### config.mk
export PLATFORM = sky130hd
export DESIGN_NAME = gradient_edge_filter
export DESIGN_NICKNAME = d
export VERILOG_FILES = /design/src/rtl/gef_pkg.sv /design/src/rtl/gef_ram.sv /design/src/rtl/gradient_edge_filter.sv
export SDC_FILE = /design/constraint.sdc
export NUM_CORES = 2
export LEC_CHECK = 0
export CORE_MARGIN = 2
export CORE_UTILIZATION = 55
export DETAILED_ROUTE_END_ITERATION = 6
export DONT_BUFFER_PORTS = 1
export PLACE_DENSITY = 0.81
export REMOVE_ABC_BUFFERS = 1
export SLEW_MARGIN = 30
export SYNTH_ARGS = -nofsm -noshare
export SYNTH_HDL_FRONTEND = slang
export SYNTH_HIERARCHICAL = 1
export SYNTH_MEMORY_MAX_BITS = 65536
export SYNTH_SLANG_ARGS = --single-unit
### constraint.sdc
create_clock -name aclk -period 8.6 [get_ports aclk]
set_clock_uncertainty 0.15 [all_clocks]
set_input_delay 0.86 -clock aclk [delete_from_list [all_inputs] [get_ports aclk]]
set_output_delay 0.86 -clock aclk [all_outputs]
set_load 0.005 [all_outputs]
### src/rtl/gef_pkg.sv
// ----------------------------------------------------------------------------
// gef_pkg
// Shared constants for the gradient edge filter: widths, limits, register map.
// ----------------------------------------------------------------------------
package gef_pkg;

    localparam int GEF_PIXEL_W       = 8;
    localparam int GEF_CFG_W         = 9;
    localparam int GEF_DATA_W        = 32;
    localparam int GEF_ADDR_W        = 3;
    localparam int GEF_MAX_WIDTH     = 256;
    localparam int GEF_MAX_HEIGHT    = 256;
    localparam int GEF_MIN_DIM       = 3;
    localparam int GEF_REG_SEL_BIT   = 2;

    localparam logic [GEF_CFG_W-1:0]   GEF_RESET_DIM = 9'd256;
    localparam logic [GEF_PIXEL_W-1:0] GEF_PIXEL_MAX = 8'hFF;

    // register index, taken from the word-select bit of paddr
    localparam logic GEF_REG_FRAME_WIDTH  = 1'b0;
    localparam logic GEF_REG_FRAME_HEIGHT = 1'b1;

endpackage

### src/rtl/gef_ram.sv
// ----------------------------------------------------------------------------
// gef_ram
// Generic single-write, single-read RAM with registered, read-first output.
// ----------------------------------------------------------------------------
module gef_ram #(
    parameter int WIDTH = 8,
    parameter int DEPTH = 256
) (
    input  logic                     aclk,
    input  logic                     we,
    input  logic [$clog2(DEPTH)-1:0] waddr,
    input  logic [WIDTH-1:0]         wdata,
    input  logic                     re,
    input  logic [$clog2(DEPTH)-1:0] raddr,
    output logic [WIDTH-1:0]         rdata
);

    logic [WIDTH-1:0] mem [DEPTH];

    always_ff @(posedge aclk) begin
        if (we) begin
            mem[waddr] <= wdata;
        end
        if (re) begin
            rdata <= mem[raddr];
        end
    end

endmodule

### src/rtl/gradient_edge_filter.sv
// ----------------------------------------------------------------------------
// gradient_edge_filter
// Streaming edge detector: inverted, saturated |right-left| + |down-up|.
// ----------------------------------------------------------------------------
// Pixels of a grey frame enter on the s_ channel in raster order, one per
// request: s_tdata carries the grey level, s_tuser flags a drain request.
// Results leave on the m_ channel: m_tdata is 255 minus the saturated gradient
// of an interior pixel, or 255 minus the pixel itself on the frame border;
// m_tlast marks the final pixel of the frame.
// Results trail the input by one row plus one pixel; once the frame's last
// pixel is in, width+1 further requests (drain or not) push out the tail.
// Drain requests before the last pixel are taken and dropped.
// One request is taken per cycle while s_tready is high. A result passes
// from the request that completes it through the line-store read, then
// the output register.
// The receiver may stall at will; the output register holds the result and
// the input keeps flowing until the single pipeline stage behind it fills.
// Frame size is set over APB (frame_width at 0x0, frame_height at 0x4); any
// write restarts the frame. Reset clears the position counters and sets
// both sizes to 256. Line stores need no clearing.
// ----------------------------------------------------------------------------
module gradient_edge_filter
    import gef_pkg::*;
#(
    parameter int MAX_WIDTH = GEF_MAX_WIDTH
) (
    input  logic                   aclk,
    input  logic                   aresetn,
    // s_tdata: [7:0] pixel_in
    input  logic [7:0]             s_tdata,
    // s_tuser: [0] drain
    input  logic [0:0]             s_tuser,
    input  logic                   s_tvalid,
    output logic                   s_tready,
    // m_tdata: [7:0] pixel_out
    output logic [7:0]             m_tdata,
    output logic                   m_tlast,
    output logic                   m_tvalid,
    input  logic                   m_tready,
    input  logic                   psel,
    input  logic                   penable,
    input  logic                   pwrite,
    input  logic [GEF_ADDR_W-1:0]  paddr,
    input  logic [GEF_DATA_W-1:0]  pwdata,
    output logic [GEF_DATA_W-1:0]  prdata,
    output logic                   pready
);

    localparam int COL_W = $clog2(MAX_WIDTH);
    localparam int EW    = (COL_W + 1 > GEF_CFG_W) ? COL_W + 1 : GEF_CFG_W;
    localparam int XW    = EW + 1;
    localparam int HW    = GEF_CFG_W;

    logic [GEF_CFG_W-1:0]   frame_width_reg;
    logic [GEF_CFG_W-1:0]   frame_height_reg;
    logic [COL_W-1:0]       col_reg, col_next;
    logic [HW-1:0]          row_reg, row_next;
    logic                   started_reg, started_next;

    logic [EW-1:0]          eff_w;
    logic [EW-1:0]          width_ext;
    logic [HW-1:0]          eff_h;
    logic                   cfg_wr;

    logic                   s_acc;
    logic                   work;
    logic                   tail;
    logic [COL_W-1:0]       cpos;
    logic                   emit;
    logic [HW-1:0]          orow;
    logic [EW-1:0]          ocol;
    logic                   interior;
    logic                   item_last;
    logic [EW-1:0]          col_inc;
    logic [GEF_PIXEL_W-1:0] bot;

    logic                   s1_valid_reg;
    logic [COL_W-1:0]       s1_col_reg;
    logic [GEF_PIXEL_W-1:0] s1_bot_reg;
    logic                   s1_emit_reg;
    logic                   s1_interior_reg;
    logic                   s1_last_reg;
    logic                   s1_adv;

    logic [GEF_PIXEL_W-1:0] above_rdata;
    logic [GEF_PIXEL_W-1:0] two_rdata;
    logic [GEF_PIXEL_W-1:0] win_reg [4];

    logic [GEF_PIXEL_W-1:0] diff_h, diff_v;
    logic [GEF_PIXEL_W:0]   grad_sum;
    logic [GEF_PIXEL_W-1:0] grad_sat;
    logic [GEF_PIXEL_W-1:0] pix_out;

    logic                   m_valid_reg;
    logic [GEF_PIXEL_W-1:0] m_data_reg;
    logic                   m_last_reg;

    // ---------------- configuration ----------------
    assign pready = 1'b1;
    assign cfg_wr = psel && penable && pwrite && pready;

    always_ff @(posedge aclk) begin
        if (!aresetn) begin
            frame_width_reg  <= GEF_RESET_DIM;
            frame_height_reg <= GEF_RESET_DIM;
        end else if (cfg_wr) begin
            case (paddr[GEF_REG_SEL_BIT])
                GEF_REG_FRAME_WIDTH:  frame_width_reg  <= pwdata[GEF_CFG_W-1:0];
                GEF_REG_FRAME_HEIGHT: frame_height_reg <= pwdata[GEF_CFG_W-1:0];
                default: ;
            endcase
        end
    end

    always_comb begin
        case (paddr[GEF_REG_SEL_BIT])
            GEF_REG_FRAME_WIDTH:  prdata = GEF_DATA_W'(frame_width_reg);
            GEF_REG_FRAME_HEIGHT: prdata = GEF_DATA_W'(frame_height_reg);
            default:              prdata = '0;
        endcase
    end

    assign width_ext = EW'(frame_width_reg);

    always_comb begin
        if (width_ext < EW'(GEF_MIN_DIM)) begin
            eff_w = EW'(GEF_MIN_DIM);
        end else if (width_ext > EW'(MAX_WIDTH)) begin
            eff_w = EW'(MAX_WIDTH);
        end else begin
            eff_w = width_ext;
        end
        if (frame_height_reg < HW'(GEF_MIN_DIM)) begin
            eff_h = HW'(GEF_MIN_DIM);
        end else if (frame_height_reg > HW'(GEF_MAX_HEIGHT)) begin
            eff_h = HW'(GEF_MAX_HEIGHT);
        end else begin
            eff_h = frame_height_reg;
        end
    end

    // ---------------- request decode and position ----------------
    assign s1_adv   = !s1_emit_reg || !m_valid_reg || m_tready;
    assign s_tready = !s1_valid_reg || s1_adv;
    assign s_acc    = s_tvalid && s_tready;
    assign tail     = row_reg >= eff_h;
    assign work     = s_acc && (!s_tuser[0] || tail);
    assign bot      = tail ? '0 : s_tdata;

    always_comb begin
        cpos      = (EW'(col_reg) >= eff_w) ? '0 : col_reg;
        emit      = started_reg || (row_reg >= HW'(2)) || (row_reg == HW'(1) && cpos != '0);
        if (cpos == '0) begin
            orow = row_reg - HW'(2);
            ocol = eff_w - EW'(1);
        end else begin
            orow = row_reg - HW'(1);
            ocol = EW'(cpos) - EW'(1);
        end
        interior  = (orow >= HW'(1)) && ({1'b0, orow} + (HW+1)'(2) <= {1'b0, eff_h})
                 && (ocol >= EW'(1)) && ({1'b0, ocol} + XW'(2) <= {1'b0, eff_w});
        item_last = emit && (orow == eff_h - HW'(1)) && (ocol == eff_w - EW'(1));
        col_inc   = EW'(cpos) + EW'(1);

        col_next     = col_reg;
        row_next     = row_reg;
        started_next = started_reg;
        if (cfg_wr) begin
            col_next     = '0;
            row_next     = '0;
            started_next = 1'b0;
        end else if (work) begin
            if (item_last) begin
                col_next     = '0;
                row_next     = '0;
                started_next = 1'b0;
            end else begin
                started_next = started_reg || emit;
                if (col_inc >= eff_w) begin
                    col_next = '0;
                    row_next = row_reg + HW'(1);
                end else begin
                    col_next = col_inc[COL_W-1:0];
                end
            end
        end
    end

    always_ff @(posedge aclk) begin
        if (!aresetn) begin
            col_reg     <= '0;
            row_reg     <= '0;
            started_reg <= 1'b0;
        end else begin
            col_reg     <= col_next;
            row_reg     <= row_next;
            started_reg <= started_next;
        end
    end

    // ---------------- line stores ----------------
    gef_ram #(
        .WIDTH (GEF_PIXEL_W),
        .DEPTH (MAX_WIDTH)
    ) u_line_above (
        .aclk  (aclk),
        .we    (work),
        .waddr (cpos),
        .wdata (bot),
        .re    (work),
        .raddr (cpos),
        .rdata (above_rdata)
    );

    gef_ram #(
        .WIDTH (GEF_PIXEL_W),
        .DEPTH (MAX_WIDTH)
    ) u_line_two_above (
        .aclk  (aclk),
        .we    (s1_valid_reg && s1_adv),
        .waddr (s1_col_reg),
        .wdata (above_rdata),
        .re    (work),
        .raddr (cpos),
        .rdata (two_rdata)
    );

    // ---------------- window stage ----------------
    always_ff @(posedge aclk) begin
        if (!aresetn) begin
            s1_valid_reg <= 1'b0;
            s1_emit_reg  <= 1'b0;
        end else if (work) begin
            s1_valid_reg <= 1'b1;
            s1_emit_reg  <= emit;
        end else if (s1_adv) begin
            s1_valid_reg <= 1'b0;
            s1_emit_reg  <= 1'b0;
        end
    end

    always_ff @(posedge aclk) begin
        if (work) begin
            s1_col_reg      <= cpos;
            s1_bot_reg      <= bot;
            s1_interior_reg <= interior;
            s1_last_reg     <= item_last;
        end
    end

    // win: 0 up, 1 centre, 2 down, 3 left
    always_ff @(posedge aclk) begin
        if (!aresetn) begin
            for (int i = 0; i < 4; i++) begin
                win_reg[i] <= '0;
            end
        end else if (s1_valid_reg && s1_adv) begin
            win_reg[3] <= win_reg[1];
            win_reg[0] <= two_rdata;
            win_reg[1] <= above_rdata;
            win_reg[2] <= s1_bot_reg;
        end
    end

    always_comb begin
        diff_h   = (above_rdata > win_reg[3]) ? above_rdata - win_reg[3]
                                              : win_reg[3] - above_rdata;
        diff_v   = (win_reg[2] > win_reg[0]) ? win_reg[2] - win_reg[0]
                                             : win_reg[0] - win_reg[2];
        grad_sum = {1'b0, diff_h} + {1'b0, diff_v};
        grad_sat = grad_sum[GEF_PIXEL_W] ? GEF_PIXEL_MAX : grad_sum[GEF_PIXEL_W-1:0];
        pix_out  = s1_interior_reg ? GEF_PIXEL_MAX - grad_sat : GEF_PIXEL_MAX - win_reg[1];
    end

    // ---------------- output register ----------------
    always_ff @(posedge aclk) begin
        if (!aresetn) begin
            m_valid_reg <= 1'b0;
        end else if (s1_valid_reg && s1_adv && s1_emit_reg) begin
            m_valid_reg <= 1'b1;
        end else if (m_tready) begin
            m_valid_reg <= 1'b0;
        end
    end

    always_ff @(posedge aclk) begin
        if (s1_valid_reg && s1_adv && s1_emit_reg) begin
            m_data_reg <= pix_out;
            m_last_reg <= s1_last_reg;
        end
    end

    assign m_tvalid = m_valid_reg;
    assign m_tdata  = m_data_reg;
    assign m_tlast  = m_last_reg;

    // ---------------- assertions ----------------
    a_last_restarts: assert property (@(posedge aclk) disable iff (!aresetn)
        work && item_last && !cfg_wr |=> (col_reg == '0 && row_reg == '0 && !started_reg))
        else $error("frame end did not restart the counters");

    a_col_in_range: assert property (@(posedge aclk) disable iff (!aresetn)
        EW'(col_reg) < eff_w)
        else $error("column counter beyond frame width");

    a_row_in_range: assert property (@(posedge aclk) disable iff (!aresetn)
        !cfg_wr && $past(!cfg_wr) |-> {1'b0, row_reg} <= {1'b0, eff_h} + (HW+1)'(1))
        else $error("row counter beyond frame tail");

    a_stall_holds: assert property (@(posedge aclk) disable iff (!aresetn)
        s1_valid_reg && s1_emit_reg && m_valid_reg && !m_tready |=> s1_valid_reg)
        else $error("window stage dropped a result under stall");

endmodule

# == Word level (Yosys, flattened, before mapping) ==
# Memory sizes are Yosys's and may differ from the RTL's. A register that Yosys moved wholly into a read port is not among the register bits.
# Index checks and enable logic that the tools add are counted.
# word_totals
reg_bits,66
mem_count,3
ramBits,4128
word_cells,122
input_bits,51
out_inout_bits,44
# op_classes
bitwise,6
n_eq_ne,3
magnitude_cmp,14
reduce_logical,32
n_mux,34
addsub,16
# mem_list
name,words,width,rd,rd_ports_with_merged_regs,write_ports,line_no,text
u_line_above.mem,256,8,1,1,1,gef_ram.sv:18,logic [WIDTH-1:0] mem [DEPTH];
u_line_two_above.mem,256,8,1,1,1,gef_ram.sv:18,
win_reg,4,8,4,0,4,gradient_edge_filter.sv:87,logic [GEF_PIXEL_W-1:0] win_reg [4];
# ops
operator,count
$mux 8,12
$mux 9,8
$pmux 32 s2,1
$sub 8x8->8,4
$sub 9x1->9 const B,3
$add 9x2->10 const B,2
$le 10x9->1,2
$eq 9x9->1,2
$ge 9x1->1 const B,2
$ge 9x9->1,2
$gt 9x9->1 const B,2
$lt 9x2->1 const B,2
$gt 8x8->1,2
$sub 8x8->8 const A,2
$mux 1,13
$logic_and 1x1->1,12
$add 8x1->9 const B,1
$add 8x8->9,1
$add 9x1->9 const B,1
$eq 9x1->1 const B,1
$ge 8x9->1,1
$ge 9x2->1 const B,1
$sub 8x1->9 const B,1
$sub 9x2->9 const B,1
other kinds (9),26

# == Longest topological paths before layout ==
# logic_depth
depth_word,12
depth_mapped,34
depth_no_buf,30

# == Hierarchy ==
# Netlist, hierarchy kept.
# modules_own_cells
mod,area_per_inst_um2,instances,seq_area_each_um2,cells_each
gef_ram,79636.4,2,61739.2,3733
gradient_edge_filter,8559.5,1,2552.4,1006

# == Least setup slack after synthesis ==
# No wires, ideal clock.
# synth_timing
kind,register to register
from,register frame_width_reg[4]
to,register row_reg[8]
arrival_ns,7.009
stages_incl_launch_ff,29
synth_period_minus_slack_ns,7.280
path_slack_ns,1.320
t_required_ns,8.329
path_buffers,4
setup_ns,0.121
path_cell_list,dfxtp_1 > or4_1 > nor3_1 > o21ai_0 > ha_1 > nand2_1 > o21ai_0 > a2111o_1 > nand3_1 > clkbuf_1 > and2_1 > inv_1 > ha_1 > buf_2 > or4b_4 > nand2b_1 > o21ai_0 > buf_2 > clkbuf_1 > o21ai_0 > ha_1 > a211o_1 > a311o_1 > nor4b_1 > nand4b_1 > nor4_2 > o21ba_4 > nor4_1 > mux2_2
# synth_via
elab_chain_cells,12
word_cells_on_any_way,23
cone_classes,add/sub: 3; order compare: 4; eq/ne: 2; mux: 6; reduce/logical: 8
# synth_lines
item,line_no,text
start: declaration,gradient_edge_filter.sv:54,logic [GEF_CFG_W-1:0] frame_width_reg;
start signal: assignment,gradient_edge_filter.sv:108,GEF_REG_FRAME_WIDTH: frame_width_reg <= pwdata[GEF_CFG_W-1:0];
$gt 9x9->1,gradient_edge_filter.sv:128,end else if (width_ext > EW'(MAX_WIDTH)) begin
$mux 9,gradient_edge_filter.sv:128,
$mux 9 (*),gradient_edge_filter.sv:126,if (width_ext < EW'(GEF_MIN_DIM)) begin
$ge 8x9->1 (*),gradient_edge_filter.sv:151,cpos = (EW'(col_reg) >= eff_w) ? '0 : col_reg;
$mux 8 (*),gradient_edge_filter.sv:151,
named net cpos[1],gradient_edge_filter.sv:68,logic [COL_W-1:0] cpos;
"parallel branches: the longest is 7 deep, another holds $add 8x1->9",-,
end signal: assignment,gradient_edge_filter.sv:196,row_reg <= row_next;
end: declaration,gradient_edge_filter.sv:57,"logic [HW-1:0] row_reg, row_next;"
# Mark *: on every way through the listed nets, which the timed path passes.
# A chain may end at the register's enable or synchronous reset.

# == Worst setup path in the final report ==
# layout_timing
from,register frame_width_reg[4]
to,register col_reg[5]
# layout_via
elab_chain_cells,11
word_cells_on_any_way,22
cone_classes,add/sub: 3; order compare: 4; eq/ne: 2; mux: 7; reduce/logical: 6
# layout_lines
item,line_no,text
$gt 9x9->1,gradient_edge_filter.sv:128,
$mux 9,gradient_edge_filter.sv:128,
$mux 9 (*),gradient_edge_filter.sv:126,
"parallel branches: the longest is 7 deep, another holds $ge 8x9->1",-,
$mux 8 (*),gradient_edge_filter.sv:173,if (item_last) begin
end signal: assignment,gradient_edge_filter.sv:195,col_reg <= col_next;
end: declaration,gradient_edge_filter.sv:56,"logic [COL_W-1:0] col_reg, col_next;"
# Every way passes the cells marked *.

==> results.json <==
{
  "drtAntennaViolNets": 0,
  "final.setup.tns_ns": 0,
  "chipWidth_um": 556,
  "power_density_nw_per_um2": 225,
  "seq_area_um2": 126000,
  "crit_type": "reg2reg",
  "ys_types": 91,
  "antenna_found_initial": 19,
  "outcome": "finished, violations left",
  "drc": 4,
  "root_buffer": "clkbuf_16",
  "hold_path_class": "in2reg",
  "ir_drop_mv": 0.232,
  "io_buffers": 0,
  "overflow": 0,
  "slowest_delay_ns": 0.68,
  "grt_max_degree": 258,
  "fin_util": 0.610,
  "h-tree-depth": 5,
  "fp.dieArea_um2": 310000,
  "drt-wirelength-per-cell_um": 34.0,
  "final_common_cell": "edfxtp_1",
  "r2r-start": "frame_width_reg[4]$_SDFFE_PN0P_",
  "drt_iter0_markers": 14300,
  "post_cts_buffers": 0,
  "hold_start": "aresetn",
  "cp_max_fo": 19,
  "clock.fmax_ghz": 0.122,
  "num-fill-cells": 19500,
  "fin_nets": 8774,
  "num_rows": 202,
  "synth_enable_flop_cells": 4171,
  "ys_seq_elements": 4210,
  "end_kind": "flip-flop",
  "clk_pin_slew_worst_paths_ns": 0.06,
  "cts_tree": "built",
  "fp.coreArea_um2": 303000,
  "cts-hold-fix-buffers": 15,
  "areaGrowthSynthToFinish_pct": 10.2,
  "place.gp.congestion": 0.923,
  "crit_path_frequent_cell": "o21ai_0",
  "cts_buffer_depth": 4,
  "synth_area_um2": 168000,
  "routed_wl_um": 440000,
  "fp.dieH_um": 556,
  "violations": "design-rule violations",
  "fin_crit_sh": 0.951,
  "clk-insertion-delay-late_ns": 0.96,
  "hold_viol": 0,
  "vias": 90300,
  "ys_seq_area_frac": 0.751,
  "synth_area_per_cell_um2": 19.8,
  "drive_gt1_frac": 0.199,
  "grt_pass1_wl_um": 626000,
  "slowest_stage": "nand4_1",
  "io_pins": 95,
  "synth_ff_type": "edfxtp_1",
  "power.leakage_nw": 55.8,
  "grt_usage": 0.277,
  "min_period_ns": 8.18,
  "cts_made_buffers": 399,
  "startpoint_type": "flip-flop",
  "multiInputGateArea_um2": 38500,
  "slew_violations": 0,
  "crit_start": "frame_width_reg[4]$_SDFFE_PN0P_",
  "tightest_slew_ns": 1.11,
  "clock-sinks": 4210,
  "setup_viol": 0,
  "yosysWarnings": 6,
  "first_global_vias": 90500,
  "rsz0062_at_grt": "no",
  "netlist_instances": 8472,
  "cts_resized": 0,
  "final_cell_mix": "edfxtp_1 (4171), mux4_2 (908), nor2_1 (610)",
  "max_cap_violations": 0,
  "vias_per_cell": 6.98,
  "cp_data_arrival_time_ns": 8.80,
  "first_pass_iters": 7,
  "initial_core_util": 0.553,
  "slew_headroom": 0.262,
  "required_ns": 9.23,
  "synth-async-reset-ratio": 0,
  "place_hpwl_um": 243000
}
[per-layer routing]
layer | GRT usage | up-vias | share of wire
li1 | - | 35200 | -
met5 | 0 | - | 0.00025
met2 | 0.441 | 7464 | 0.48
met4 | 0.145 | 18 | 0.063
met3 | 0.0715 | 1651 | 0.12
met1 | 0.354 | 45900 | 0.33
[synth_stat cells, types with 7 or more instances]
master | count | area [um2]
a211oi_1 | 42 | 315
a21o_1 | 16 | 120
a21oi_1 | 259 | 1300
a221oi_1 | 31 | 272
a22o_1 | 16 | 140
a22oi_1 | 268 | 2010
a31oi_1 | 9 | 56.3
and2_1 | 27 | 169
and3_1 | 29 | 181
buf_1 | 46 | 173
buf_12 | 16 | 320
buf_2 | 64 | 320
buf_4 | 78 | 586
buf_6 | 44 | 495
buf_8 | 26 | 390
clkbuf_1 | 256 | 961
dfxtp_1 | 39 | 781
edfxtp_1 | 4171 | 125000
ha_1 | 97 | 1210
inv_1 | 80 | 300
mux2_2 | 16 | 180
mux2i_1 | 281 | 2810
mux4_2 | 908 | 20400
nand2_1 | 178 | 668
nand2b_1 | 33 | 206
nand3_1 | 94 | 470
nand4_1 | 40 | 250
nor2_1 | 625 | 2350
nor2b_1 | 77 | 482
nor3_1 | 74 | 370
nor4_1 | 56 | 350
nor4_2 | 7 | 87.6
o211ai_1 | 24 | 180
o21a_1 | 13 | 97.6
o21ai_0 | 61 | 305
o221ai_1 | 93 | 815
o22a_1 | 13 | 114
o22ai_1 | 67 | 419
o32ai_1 | 11 | 96.3
or2_2 | 10 | 62.6
xnor2_1 | 26 | 228
xor2_1 | 27 | 236
[final timing paths]
path	to	slack, ns	depth (start not counted)
max reg2reg	col_reg[5]$_SDFFE_PP0P_	0.42	25
max	col_reg[5]$_SDFFE_PP0P_	0.42	25
min	win_reg[3][1]$_SDFFCE_PN0P_	0.04	1
min reg2reg	m_tlast$_DFFE_PP_	0.31	0
[power breakdown]
part / total, mW / switching (mW) / internal (mW)
logic: 1.95 / 1.23 / 0.719
clock network: 17.0 / 7.66 / 9.35
registers: 22.7 / 0.0262 / 22.6
total: 41.6 / 8.92 / 32.7
[area by class of cell]
type | instances | area share
antenna | 17 | 0.000230
clock buffer | 499 | 0.0566
clock inverter | 220 | 0.0106
inverter | 84 | 0.00180
multi-input combinational | 3670 | 0.208
sequential | 4210 | 0.681
tap | 3978 | 0.0269
timing repair buffer | 256 | 0.0141
[cells by family (layout without fill, tap and decap cells)]
| logic type | Yosys count | in the layout | share of synthesized area |
|---|---|---|---|
| multiplexers | 1209 | 1209 | 0.140 |
| buffers and inverters | 614 | 1059 | 0.0212 |
| AND/OR/NAND/NOR | 1291 | 1291 | 0.0357 |
| XOR/XNOR | 53 | 53 | 0.00277 |
| other | 2 | 41 | 0.0000447 |
| flip-flops | 4210 | 4210 | 0.751 |
| adder cells (fa/ha/maj) | 102 | 102 | 0.00783 |
| AO/OA/AOI/OAI | 991 | 991 | 0.0412 |
[worst max-delay path: cells and delay by family (launching register included)]
family / cells / cell delay (ns)
flip-flops: 1 / 0.37
AO/OA/AOI/OAI: 9 / 2.41
adder cells (fa/ha/maj): 3 / 1.10
buffers and inverters: 2 / 0.48
AND/OR/NAND/NOR: 11 / 3.46
[metrics by stage]
step                worst slack, ns  power, mW  hold slack, ns  cell area [um2]  instances
CTS                           0.554       41.6         0.00285           185000      12900
finish                        0.425       41.6          0.0440           185000      12900
detailed placement            0.594       25.0           0.308           172000      12200
global route                 0.0145       42.5          0.0327           185000      12900
global placement              0.699       24.9           0.306           172000      12200
floorplan                    -44.48       26.3           0.250           165000       7964
Note: power is estimated with default switching activity, not from simulation.
